### src/hw/rtl/btmx_pkg.sv
// ----------------------------------------------------------------------------
// btmx_pkg
// Shared types and constants for the binary trie maximum-xor block.
// ----------------------------------------------------------------------------
package btmx_pkg;

   localparam int KEY_BITS   = 31;
   localparam int NODE_COUNT = 65536;
   localparam int LINK_W     = $clog2(NODE_COUNT);
   localparam int LEVEL_W    = $clog2(KEY_BITS);

   typedef enum logic [1:0] {
      OP_INSERT = 2'd0,
      OP_QUERY  = 2'd1,
      OP_CLEAR  = 2'd2
   } op_type;

   typedef enum logic [1:0] {
      ST_OK    = 2'd0,
      ST_EMPTY = 2'd1,
      ST_FULL  = 2'd2
   } status_type;

   typedef enum logic [1:0] {
      S_IDLE = 2'd0,
      S_WALK = 2'd1,
      S_LEAF = 2'd2,
      S_DONE = 2'd3
   } state_type;

   // both child links of one node
   typedef struct packed {
      logic [LINK_W-1:0] one_child;
      logic [LINK_W-1:0] zero_child;
   } link_word_type;

   // what one trie level decides
   typedef struct packed {
      logic [LINK_W-1:0] next_node;
      logic              take_other;
      logic              alloc;
      link_word_type     wr_word;
   } step_type;

endpackage

### src/hw/rtl/btmx_level_unit.sv
// ----------------------------------------------------------------------------
// btmx_level_unit
// One trie level: picks the branch, allocates a node and forms the new links.
// ----------------------------------------------------------------------------
module btmx_level_unit
   import btmx_pkg::*;
(
   input  link_word_type       word,
   input  logic                key_bit,
   input  logic                is_query,
   input  logic                chain,
   input  logic [LINK_W-1:0]   last_node,
   output step_type            step
);

   logic [LINK_W-1:0] same_link;
   logic [LINK_W-1:0] other_link;
   logic [LINK_W-1:0] new_node;

   always_comb begin
      same_link  = key_bit ? word.one_child : word.zero_child;
      other_link = key_bit ? word.zero_child : word.one_child;
      new_node   = last_node + LINK_W'(1);
      step       = '0;
      if (is_query) begin
         step.take_other = (other_link != '0);
         step.next_node  = step.take_other ? other_link : same_link;
      end else if (chain) begin
         // freshly allocated node: only the path link, the other stays absent
         step.alloc     = 1'b1;
         step.next_node = new_node;
         if (key_bit) begin
            step.wr_word.one_child = new_node;
         end else begin
            step.wr_word.zero_child = new_node;
         end
      end else begin
         step.alloc     = (same_link == '0);
         step.next_node = step.alloc ? new_node : same_link;
         step.wr_word   = word;
         if (key_bit) begin
            step.wr_word.one_child = new_node;
         end else begin
            step.wr_word.zero_child = new_node;
         end
      end
   end

endmodule
### config.mk
export PLATFORM = sky130hd
export DESIGN_NAME = btmx_level_unit
export DESIGN_NICKNAME = d
export VERILOG_FILES = /design/src/hw/rtl/btmx_pkg.sv /design/src/hw/rtl/btmx_level_unit.sv
export SDC_FILE = /design/constraint.sdc
export NUM_CORES = 1
export LEC_CHECK = 0
export ABC_AREA = 1
export BUFFER_PORTS_ARGS = -buffer_cell sky130_fd_sc_hd__buf_2
export CAP_MARGIN = 20
export CORE_ASPECT_RATIO = 2
export CORE_MARGIN = 3
export CORE_UTILIZATION = 45
export DETAILED_ROUTE_END_ITERATION = 8
export PLACE_DENSITY = 0.82
export SYNTH_ARGS = -nofsm -noshare
export SYNTH_HDL_FRONTEND = slang
export SYNTH_SLANG_ARGS = --single-unit
### constraint.sdc
create_clock -name vclk -period 2.3
set_clock_uncertainty 0.2 [all_clocks]
set_input_delay 0.23 -clock vclk [all_inputs]
set_output_delay 0.23 -clock vclk [all_outputs]
set_load 0.03 [all_outputs]
**Word-level counts from Yosys, hierarchy flattened**

Index checks and enable logic that the tools add are counted.

- Flip-flop bits (word level): 0
- Bits of input ports: 51
- Output and inout port bits: 50
- Logic and storage cells: 16

- Add/subtract/negate cells: 1
- Mux-type cells: 13
- Reductions and logical operators: 2

Operators by type and width:

| cell | count |
|---|---|
| $mux W16 | 10 |
| $mux W33 | 2 |
| $add A16 B1 Y16 const B | 1 |
| $logic_not A16 Y1 | 1 |
| $reduce_bool A16 Y1 | 1 |
| $mux W1 | 1 |

**Logic depth before layout (Yosys ltp)**

- Depth in word-level cells: 5
- Depth in mapped cells: 13
- Gate-level depth less buffers: 12

**Worst setup path before layout**

No wires, ideal clock.

- Path kind: input-to-output
- Start point: input port key_bit
- End point: output port step[32] in the netlist's numbering
- Data arrival time: 1.674 ns
- Data required time: 1.870 ns
- Slack: 0.196 ns
- Stages on the path: 10
- Path buffers: 3
- Path through: buf_6 buf_4 nand2_1 nand2_1 nor2_1 nand2_1 nor2_1 nand2_2 buf_2 a21oi_1

RTL lines:

| what | line | text |
|---|---|---|
| from (decl) | btmx_level_unit.sv:9 | `input logic key_bit,` |
| to (decl) | btmx_level_unit.sv:13 | `output step_type step` |

==> results.sh <==
export IMPL_status="complete, no violations"
export IMPL_p_leak_nw=1.82
export IMPL_ys_types=24
export IMPL_syn_area_per_cell_um2=4.51
export IMPL_syn_nets=529
export IMPL_die_x_um=54.9
export IMPL_ys_seq_area_share_pct=0
export IMPL_peakVddDrop_v=0.000168
export IMPL_cp_top_family="simple AND/OR/NAND/NOR gates"
export IMPL_p_total_mw=0.664
export IMPL_slew_headroom_pct=68.4
export IMPL_synth_top_cells_by_count="201 x nand2_1, 79 x nand3_1, 57 x inv_1"
export IMPL_grt_pass1_wl_um=13000
export IMPL_initialDrtViolationCount=166
export IMPL_nets=624
export IMPL_fin_crit_sh_pct=97.7
export IMPL_cts_resized=0
export IMPL_clock_buffers=0
export IMPL_slowest_stage="clkbuf_4"
export IMPL_critPathRequiredTime_ps=1870
export IMPL_gr_total_overflow=0
export IMPL_crit_cells=15
export IMPL_seq_cells=0
export IMPL_die_y_um=104
export IMPL_synthToLayoutAreaGrowth_pct=35.8
export IMPL_grt_max_degree=51
export IMPL_critPathCaptureType="output port"
export IMPL_power_density_nw_per_um2=228
export IMPL_ant_nets=0
export IMPL_drive_gt1_share_pct=27.0
export IMPL_hold_buffers=0
export IMPL_wl_per_cell_um=13.6
export IMPL_start_kind="primary input"
export IMPL_final_max_slew_viol_count=0
export IMPL_setup_tns_ps=0
export IMPL_hold_path_class="in2out"
export IMPL_dr_pass1_iters=9
export IMPL_setup_ws_ps=51.9
export IMPL_critical_path_peak_fanout=37
export IMPL_post_place_ws_ps=34.1
export IMPL_critPathMaxStageDelay_ps=180
export IMPL_coreArea_um2=4600
export IMPL_grt_use_total_pct=28.4
export IMPL_start_util_pct=46.7
export IMPL_post_cts_buffers=0
export IMPL_rows=35
export IMPL_synth_top_area_share_pct=35.1
export IMPL_netlist_area_um2=2150
export IMPL_globalplace_congestion=1.01
export IMPL_path_buf_inv=4
export IMPL_syn_inst=477
export IMPL_dp_hpwl_um=6660
export IMPL_setup_viol=0
export IMPL_antenna_found_initial=0
export IMPL_drc_errors=0
export IMPL_yosysTopAreaCell="nand2_1"
export IMPL_cpMostUsedCell="nand2_1"
export IMPL_post_synth_top_count_cell="nand2_1"
export IMPL_vias=3353
export IMPL_dieArea_um2=5690
export IMPL_max_freq_mhz=445
export IMPL_synth_area_leaders="nand2_1 35%, nand3_1 18%, inv_1 10%"
export IMPL_critPathKind="in2out"
export IMPL_tightest_slew_ps=471
export IMPL_min_period_ps=2250
export IMPL_crit_chain="buf_6 > inv_2 > buf_12 > nand2_1 > nand2_2 > nor2_1 > nand2_2 > nor2_4 > nand2_4 > nand2_8 > nand2_1 > nand2_1 > nand2_1 > nand2_1 > clkbuf_4"
export IMPL_hold_viol_final=0
export IMPL_seqCellArea_um2=0
export IMPL_arrival_ps=1820
export IMPL_io_buffers=101
export IMPL_grt_pass1_vias=2969
export IMPL_yosysWarningCount=0
export IMPL_via_per_inst=5.36
export IMPL_hold_depth=4
export IMPL_fillCellCount=474
export IMPL_io_pins=101
export IMPL_diodes=0
export IMPL_holdWs_ps=684
export IMPL_wl_um=8490
export IMPL_drv_cap=0
==> final timing paths <==
check	slack, ps	start	to
max	50	key_bit	step[43]
min	680	word[16]	step[16]
==> layer usage <==
layer  up-vias  track usage [%]  share of wire (%)
met2       174             46.1                 51
met1      1463             36.3                 37
met5         -                0                  0
met4         0             11.9                4.7
met3        40             2.45                6.8
li1       1676                -                  -
==> layout make-up <==
| class | count | area, um^2 | area share, % |
|---|---|---|---|
| repair buffers | 121 | 818 | 28.0 |
| inverters | 63 | 236 | 8.10 |
| multi-input cells | 386 | 1800 | 61.5 |
| well taps | 55 | 68.8 | 2.36 |
==> logic make-up (layout without fill, tap and decap cells) <==
family	count (synthesis)	count (layout)	share of synthesized area, %
AND/OR/NAND/NOR	339	339	68.0
adder cells (fa/ha/maj)	1	1	0.582
AO/OA/AOI/OAI	39	39	9.43
XOR/XNOR	7	7	2.85
buffers and inverters	91	184	19.1
==> power breakdown <==
part | internal (mW) | switching (mW) | total (mW)
Clock | 0 | 0 | 0
Combinational | 0.228 | 0.436 | 0.664
Sequential | 0 | 0 | 0
==> metrics by stage <==
step	cells	utilization [%]	cell area, um^2
detailed placement	621	59.2	2720
floorplan	477	-	2150
CTS	621	59.2	2720
finish	625	63.5	2920
global route	625	63.5	2920
global placement	621	59.2	2720
==> layout by cell type (no fill, tap or decap), drive strengths merged <==
cell type / Yosys / routed
nand2: 205 / 205
nand3: 79 / 79
inv: 62 / 62
nor2: 40 / 40
nor3: 5 / 5
o21ai: 2 / 2
nand3b: 4 / 4
o21bai: 2 / 2
xor2: 7 / 7
a21o: 1 / 1
buf: 16 / 115
ha: 1 / 1
nand4: 6 / 6
clkbuf: 12 / 6
clkinv: 1 / 1
a21oi: 34 / 34
Note: power is estimated with default switching activity, not from simulation.
